===== src/hw/rtl/stit_pkg.sv =====
// ----------------------------------------------------------------------------
// stit_pkg
// Types and codes shared by the sorted timestamp insert table.
// ----------------------------------------------------------------------------
package stit_pkg;

  typedef enum logic [2:0] {
    ST_ACCEPTED  = 3'd0,
    ST_LISTED    = 3'd1,
    ST_BAD_MONTH = 3'd2,
    ST_BAD_DAY   = 3'd3,
    ST_BAD_TIME  = 3'd4
  } status_t;

  localparam int KEY_W = 20;

  typedef struct packed {
    logic signed [7:0] month;
    logic signed [7:0] day;
    logic signed [7:0] hour;
    logic signed [7:0] minute;
    logic [15:0]       tag;
    logic              msg_empty;
  } in_t;

  typedef struct packed {
    status_t     status;
    logic [3:0]  out_month;
    logic [4:0]  out_day;
    logic [4:0]  out_hour;
    logic [5:0]  out_minute;
    logic [15:0] out_tag;
    logic        last;
  } out_t;

  typedef struct packed {
    logic [3:0]  month;
    logic [4:0]  day;
    logic [4:0]  hour;
    logic [5:0]  minute;
    logic [15:0] tag;
    logic        empty;
  } entry_t;

  // What one cell shows its neighbors.
  typedef struct packed {
    logic   valid;
    logic   q;
    entry_t entry;
  } link_t;

  typedef struct packed {
    logic insert;
    logic dump;
  } cell_ctl_t;

  typedef struct packed {
    logic    is_end;
    logic    is_bad;
    status_t bad_status;
    entry_t  entry;
  } chk_t;

  function automatic logic [KEY_W-1:0] key_of(entry_t e);
    return {e.month, e.day, e.hour, e.minute};
  endfunction

endpackage


===== src/hw/rtl/stit_check.sv =====
// ----------------------------------------------------------------------------
// stit_check
// Classifies an incoming beat as end of input, bad field or valid entry.
// ----------------------------------------------------------------------------
module stit_check
  import stit_pkg::*;
(
  input  in_t  in_data,
  output chk_t chk
);

  logic bad_month;
  logic bad_day;
  logic bad_time;

  // hour*60+minute stays within 0..1440 with minute in 0..59 exactly when
  // hour is 0..23, or hour is 24 and minute is 0.
  always_comb begin
    bad_month = (in_data.month < 0) || (in_data.month > 8'sd12);
    bad_day   = (in_data.day < 0) || (in_data.day > 8'sd31);
    bad_time  = (in_data.minute < 0) || (in_data.minute > 8'sd59) ||
                (in_data.hour < 0) || (in_data.hour > 8'sd24) ||
                ((in_data.hour == 8'sd24) && (in_data.minute != 8'sd0));

    chk.is_end = (in_data.month == 8'sd0);
    chk.is_bad = !chk.is_end && (bad_month || bad_day || bad_time);
    if (bad_month) begin
      chk.bad_status = ST_BAD_MONTH;
    end else if (bad_day) begin
      chk.bad_status = ST_BAD_DAY;
    end else begin
      chk.bad_status = ST_BAD_TIME;
    end

    chk.entry.month  = in_data.month[3:0];
    chk.entry.day    = in_data.day[4:0];
    chk.entry.hour   = in_data.hour[4:0];
    chk.entry.minute = in_data.minute[5:0];
    chk.entry.tag    = in_data.tag;
    chk.entry.empty  = in_data.msg_empty;
  end

endmodule


===== src/hw/rtl/stit_cell.sv =====
// ----------------------------------------------------------------------------
// stit_cell
// One slot of the sorted table: compares against a new entry, shifts right
// on insertion and left on a dump.
// ----------------------------------------------------------------------------
module stit_cell
  import stit_pkg::*;
(
  input  logic      clk,
  input  logic      rst_n,
  input  cell_ctl_t ctl,
  input  entry_t    new_entry,
  input  link_t     prev,
  input  link_t     next,
  output link_t     self
);

  logic   valid_r, valid_nxt;
  entry_t entry_r, entry_nxt;
  logic   goes_before;

  // The table stays sorted with empty messages ahead of non-empty ones
  // among equal keys, so q is zero up to the insertion point and one after.
  always_comb begin
    goes_before = (key_of(entry_r) > key_of(new_entry)) ||
                  ((key_of(entry_r) == key_of(new_entry)) && !entry_r.empty);
    self.valid = valid_r;
    self.q     = valid_r ? goes_before : 1'b1;
    self.entry = entry_r;
  end

  always_comb begin
    valid_nxt = valid_r;
    entry_nxt = entry_r;
    if (ctl.insert) begin
      valid_nxt = valid_r | prev.valid;
      if (prev.q) begin
        entry_nxt = prev.entry;
      end else if (self.q) begin
        entry_nxt = new_entry;
      end
    end else if (ctl.dump) begin
      valid_nxt = next.valid;
      entry_nxt = next.entry;
    end
  end

  always_ff @(posedge clk) begin
    if (!rst_n) begin
      valid_r <= 1'b0;
    end else begin
      valid_r <= valid_nxt;
    end
  end

  always_ff @(posedge clk) begin
    entry_r <= entry_nxt;
  end

endmodule


===== src/hw/rtl/sorted_timestamp_insert_table_unit.sv =====
// ----------------------------------------------------------------------------
// sorted_timestamp_insert_table_unit
// A status result is output in the cycle after its beat is accepted.
// Throughput: one beat per cycle outside dumps; the cells insert in parallel.
// A dump of n entries lists one per cycle from the head cell after the end or
// filling beat; busy stays high until the head cell empties. Reset clears all
// valid bits and the state; the receiver cannot stall.
// ----------------------------------------------------------------------------
module sorted_timestamp_insert_table_unit
  import stit_pkg::*;
#(
  parameter int DEPTH = 32
) (
  input  logic clk,
  input  logic rst_n,
  input  logic start,
  input  in_t  in_data,
  output logic busy,
  output logic out_valid,
  output out_t out_data
);

  typedef enum logic [1:0] {
    S_IDLE = 2'b01,
    S_DUMP = 2'b10
  } state_t;

  state_t    state_r, state_nxt;
  logic      out_valid_r, out_valid_nxt;
  out_t      out_r, out_nxt;
  chk_t      chk;
  cell_ctl_t ctl;
  logic      accept;
  logic      table_full;

  link_t lnk [DEPTH+1];
  link_t nxt [DEPTH];

  stit_check u_check (
    .in_data (in_data),
    .chk     (chk)
  );

  // The stub ahead of the head cell counts as occupied and never moves.
  assign lnk[0] = '{valid: 1'b1, q: 1'b0, entry: '0};

  for (genvar i = 0; i < DEPTH; i++) begin : g_cell
    if (i < DEPTH - 1) begin : g_mid
      assign nxt[i] = lnk[i+2];
    end else begin : g_tail
      assign nxt[i] = '0;
    end

    stit_cell u_cell (
      .clk       (clk),
      .rst_n     (rst_n),
      .ctl       (ctl),
      .new_entry (chk.entry),
      .prev      (lnk[i]),
      .next      (nxt[i]),
      .self      (lnk[i+1])
    );
  end

  assign busy       = (state_r == S_DUMP);
  assign accept     = start && !busy;
  // The tail cell fills on this insertion when its neighbor is occupied.
  assign table_full = lnk[DEPTH-1].valid;

  always_comb begin
    state_nxt     = state_r;
    out_valid_nxt = 1'b0;
    out_nxt       = '0;
    ctl           = '0;
    case (state_r)
      S_IDLE: begin
        if (accept) begin
          if (chk.is_end) begin
            if (lnk[1].valid) begin
              state_nxt = S_DUMP;
            end
          end else if (chk.is_bad) begin
            out_valid_nxt  = 1'b1;
            out_nxt.status = chk.bad_status;
            out_nxt.last   = 1'b1;
          end else begin
            ctl.insert     = 1'b1;
            out_valid_nxt  = 1'b1;
            out_nxt.status = ST_ACCEPTED;
            out_nxt.last   = !table_full;
            if (table_full) begin
              state_nxt = S_DUMP;
            end
          end
        end
      end
      S_DUMP: begin
        ctl.dump = 1'b1;
        if (lnk[1].valid) begin
          out_valid_nxt      = 1'b1;
          out_nxt.status     = ST_LISTED;
          out_nxt.out_month  = lnk[1].entry.month;
          out_nxt.out_day    = lnk[1].entry.day;
          out_nxt.out_hour   = lnk[1].entry.hour;
          out_nxt.out_minute = lnk[1].entry.minute;
          out_nxt.out_tag    = lnk[1].entry.tag;
          out_nxt.last       = !nxt[0].valid;
        end
        if (!nxt[0].valid) begin
          state_nxt = S_IDLE;
        end
      end
      default: begin
        state_nxt = S_IDLE;
      end
    endcase
  end

  always_ff @(posedge clk) begin
    if (!rst_n) begin
      state_r     <= S_IDLE;
      out_valid_r <= 1'b0;
    end else begin
      state_r     <= state_nxt;
      out_valid_r <= out_valid_nxt;
    end
  end

  always_ff @(posedge clk) begin
    out_r <= out_nxt;
  end

  assign out_valid = out_valid_r;
  assign out_data  = out_r;

endmodule


===== config.mk =====
export PLATFORM = sky130hd
export DESIGN_NAME = sorted_timestamp_insert_table_unit
export DESIGN_NICKNAME = d
export VERILOG_FILES = /design/src/hw/rtl/stit_pkg.sv /design/src/hw/rtl/stit_check.sv /design/src/hw/rtl/stit_cell.sv /design/src/hw/rtl/sorted_timestamp_insert_table_unit.sv
export SDC_FILE = /design/constraint.sdc
export NUM_CORES = 2
export LEC_CHECK = 0
export ABC_AREA = 1
export BUFFER_PORTS_ARGS = -buffer_cell sky130_fd_sc_hd__buf_2
export CAP_MARGIN = 20
export CORE_MARGIN = 4
export CORE_UTILIZATION = 45
export CTS_CLUSTER_SIZE = 16
export DETAILED_ROUTE_END_ITERATION = 16
export HOLD_SLACK_MARGIN = 0.15
export PLACE_DENSITY = 0.67
export SYNTH_ARGS = -nofsm -noshare
export SYNTH_HDL_FRONTEND = slang
export SYNTH_HIERARCHICAL = 1
export SYNTH_SLANG_ARGS = --single-unit
export TNS_END_PERCENT = 50

===== constraint.sdc =====
create_clock -name clk -period 5.2 [get_ports clk]
set_input_delay 0.52 -clock clk [delete_from_list [all_inputs] [get_ports clk]]
set_output_delay 0.52 -clock clk [all_outputs]
set_load 0.05 [all_outputs]

==> summary.md <==
| Metric | Value |
|---|---|
| Dpl cells | 12600 |
| Die ar. | 189000 sq um |
| CP Buf/Inv Count | 8 |
| Hold Crit Depth | 7 |
| Yosys warns | 6 |
| Final core occ | 49.5% |
| Cell count after synthesis | 10400 |
| Die W | 435 um |
| Ports | 94 |
| Row cnt | 156 |
| Global route total overflow | 0 |
| Initial Util | 45.3% |
| CTS tree | built |
| Resize count post-CTS | 0 |
| Hold Crit Class | in -> reg |
| Crit end category | flop |
| Worst path slowest cell | dlygate4sd3_1 |
| Final Power | 22900 uW |
| Final slew viol count | 0 |
| Final period utilization | 74.4% |
| Worst Setup Start Kind | input pin |
| DRC viols | 0 |
| Max incr delay on CP | 0.55 ns |
| Critical-path cell list | dlygate4sd3_1 > buf_2 > nor2_2 > dlygate4sd3_1 > nand2_1 > nor2_1 > nand3_1 > nor2_1 > nor2_1 > nor2_4 > buf_12 > buf_4 > inv_1 > nand2_1 > nand2_1 > inv_1 > buf_4 |
| WL/cell | 21.5 um |
| Setup CP Type | in -> reg |
| Clk slew on worst S/H paths | 0.06 ns |
| CTS Hold Bufs | 5 |
| Number of nets with antenna violations after routing | 0 |
| Clock root buffer | clkbuf_16 |
| Layout cells sized above 1 | 7.41% |
| Final setup vio count | 0 |
| Core ar. | 181000 sq um |
| Input/output buffers | 93 |
| CP required | 5.63 ns |
| Avg Cell Area, Syn | 7.91 sq um |
| Finished Layout Cells | 12800 |
| Status | finished, final reports clean |
| Worst Tran Pin Value | 1.12 ns |
| Footprint of the multi-input gates | 38500 sq um |
| Synthesized area | 82100 sq um |
| Unrepaired setup endpoints after global routing | no |
| H-tree depth | 4 |
| Max-cap viol count | 0 |
| Postcts setup bufs | 0 |
| DR iter-0 viols | 9976 |
| Final HPWL DP | 193000 um |
| CTS buffer count | 141 |
| Clk Latency, worst-skew pair | 0.81 ns |
| Crit path time final | 3.87 ns |
| Vias in the first global route | 69100 |
| Initial antenna violation count | 3 |
| Hold Violations, Final | 0 |
| First-pass GRT wire length | 417000 um |
| Fillers | 17000 |
| Worst slew margin | 25.5% |
| Via-to-Cell Ratio | 5.83 |
| CTS max path bufs | 3 |
| Leak pwr | 0.0391 uW |
| Max frequency | 259 MHz |
| Layout overhead on the synthesized area | 9.36% |
| Largest net degree at the start of global routing | 105 |
| Drt first pass iters | 7 |
| Die Ht | 435 um |
| Power per cell area | 255 nW/um^2 |
| Delay-heaviest family, CP | buffers and inverters |
| CP max FO | 54 |
| Total GRT Usage | 27.9% |
| CP Depth | 17 |
| Setup_tns | 0 ns |
| Crit path DAT | 4.30 ns |
| Via count | 74800 |
| Placer Congestion | 0.973 |
| Net count, final | 11000 |
| FF-to-FF path depth | 12 |
| Clk_skew | 0.0347 ns |
| Register area | 37100 sq um |
| Clock sinks | 1259 |
| Peak VDD IR | 0.265 mV |
| Final wirelength | 276000 um |
-- sequential cells by signal, indices dropped and copies added, names as in the netlist --
signal / cells
g_cell.u_cell/valid_r: 32
out_valid: 1
g_cell.u_cell/self: 1184
state_r: 2
out_data: 40
-- final timing paths --
check	end	from	slack (ns)
min reg2reg	out_data[3]$_SDFF_PN0_	g_cell[0].u_cell/self[3]$_DFFE_PP_	0.51
max reg2reg	g_cell[2].u_cell/self[4]$_DFFE_PP_	g_cell[1].u_cell/self[24]$_DFFE_PP_	1.90
max	g_cell[5].u_cell/self[29]$_DFFE_PP_	in_data[39]	1.33
min	out_data[39]$_DFF_P_	in_data[47]	0.30
-- per-stage QoR --
stage | hold WS [ns] | setup slack [ns] | instance area (sq um)
floorplan | 0.463 | 0.514 | 82400
CTS | 0.225 | 1.45 | 89700
finish | 0.301 | 1.33 | 89700
detailed placement | 0.495 | 1.05 | 85100
global placement | 0.480 | 1.12 | 85100
global route | 0.293 | 1.19 | 89700
-- worst reg2reg max path, cell delays in order, from the launching register on --
cell	delay, ns
edfxtp_1	0.48
ha_1	0.34
nand2_1	0.07
nor2_1	0.26
nand2_1	0.08
nor2_1	0.13
nand2_1	0.09
nand4_1	0.09
nand2_1	0.13
nand2_1	0.53
inv_2	0.46
nor2_1	0.25
o21ai_0	0.12
-- area by class of cell --
type / instances / area share, %
multi-input combinational: 7539 / 42.9
sequential: 1259 / 41.3
inverter: 1106 / 4.63
clock buffer: 185 / 4.30
tap: 2370 / 3.30
timing repair buffer: 308 / 2.78
clock inverter: 71 / 0.803
antenna: 6 / 0.0167
-- report_power, final --
part           internal (uW)  leakage [uW]  switching, uW  total, uW
Sequential             11000        0.0112           71.5      11100
Clock                   5870       0.00223           4280      10200
Combinational            472        0.0256           1140       1610
Total                  17400        0.0391           5490      22900
-- cells in the final DEF (no fill, tap or decap), drive strengths merged --
master / n
clkinvlp: 4
clkinv: 49
buf: 303
diode: 6
nand3: 67
a21oi: 228
nor3b: 2
nand2: 2394
dfxtp: 75
o32ai: 1
o21bai: 32
bufinv: 13
ha: 642
inv: 1111
o31ai: 32
dlygate4sd3: 5
a21o: 32
nand4: 32
o21ai: 2368
clkbuf: 185
conb: 79
nor2: 1597
edfxtp: 1184
or2: 33
-- metal layers --
metal	wire, um	track usage [%]	part of all wire [%]
met5	23	0	0.0083
met1	117000	41.3	42
met2	110000	38.7	40
met3	37700	7.37	14
met4	11500	11.1	4.2
(Power assumes the default switching activity.)
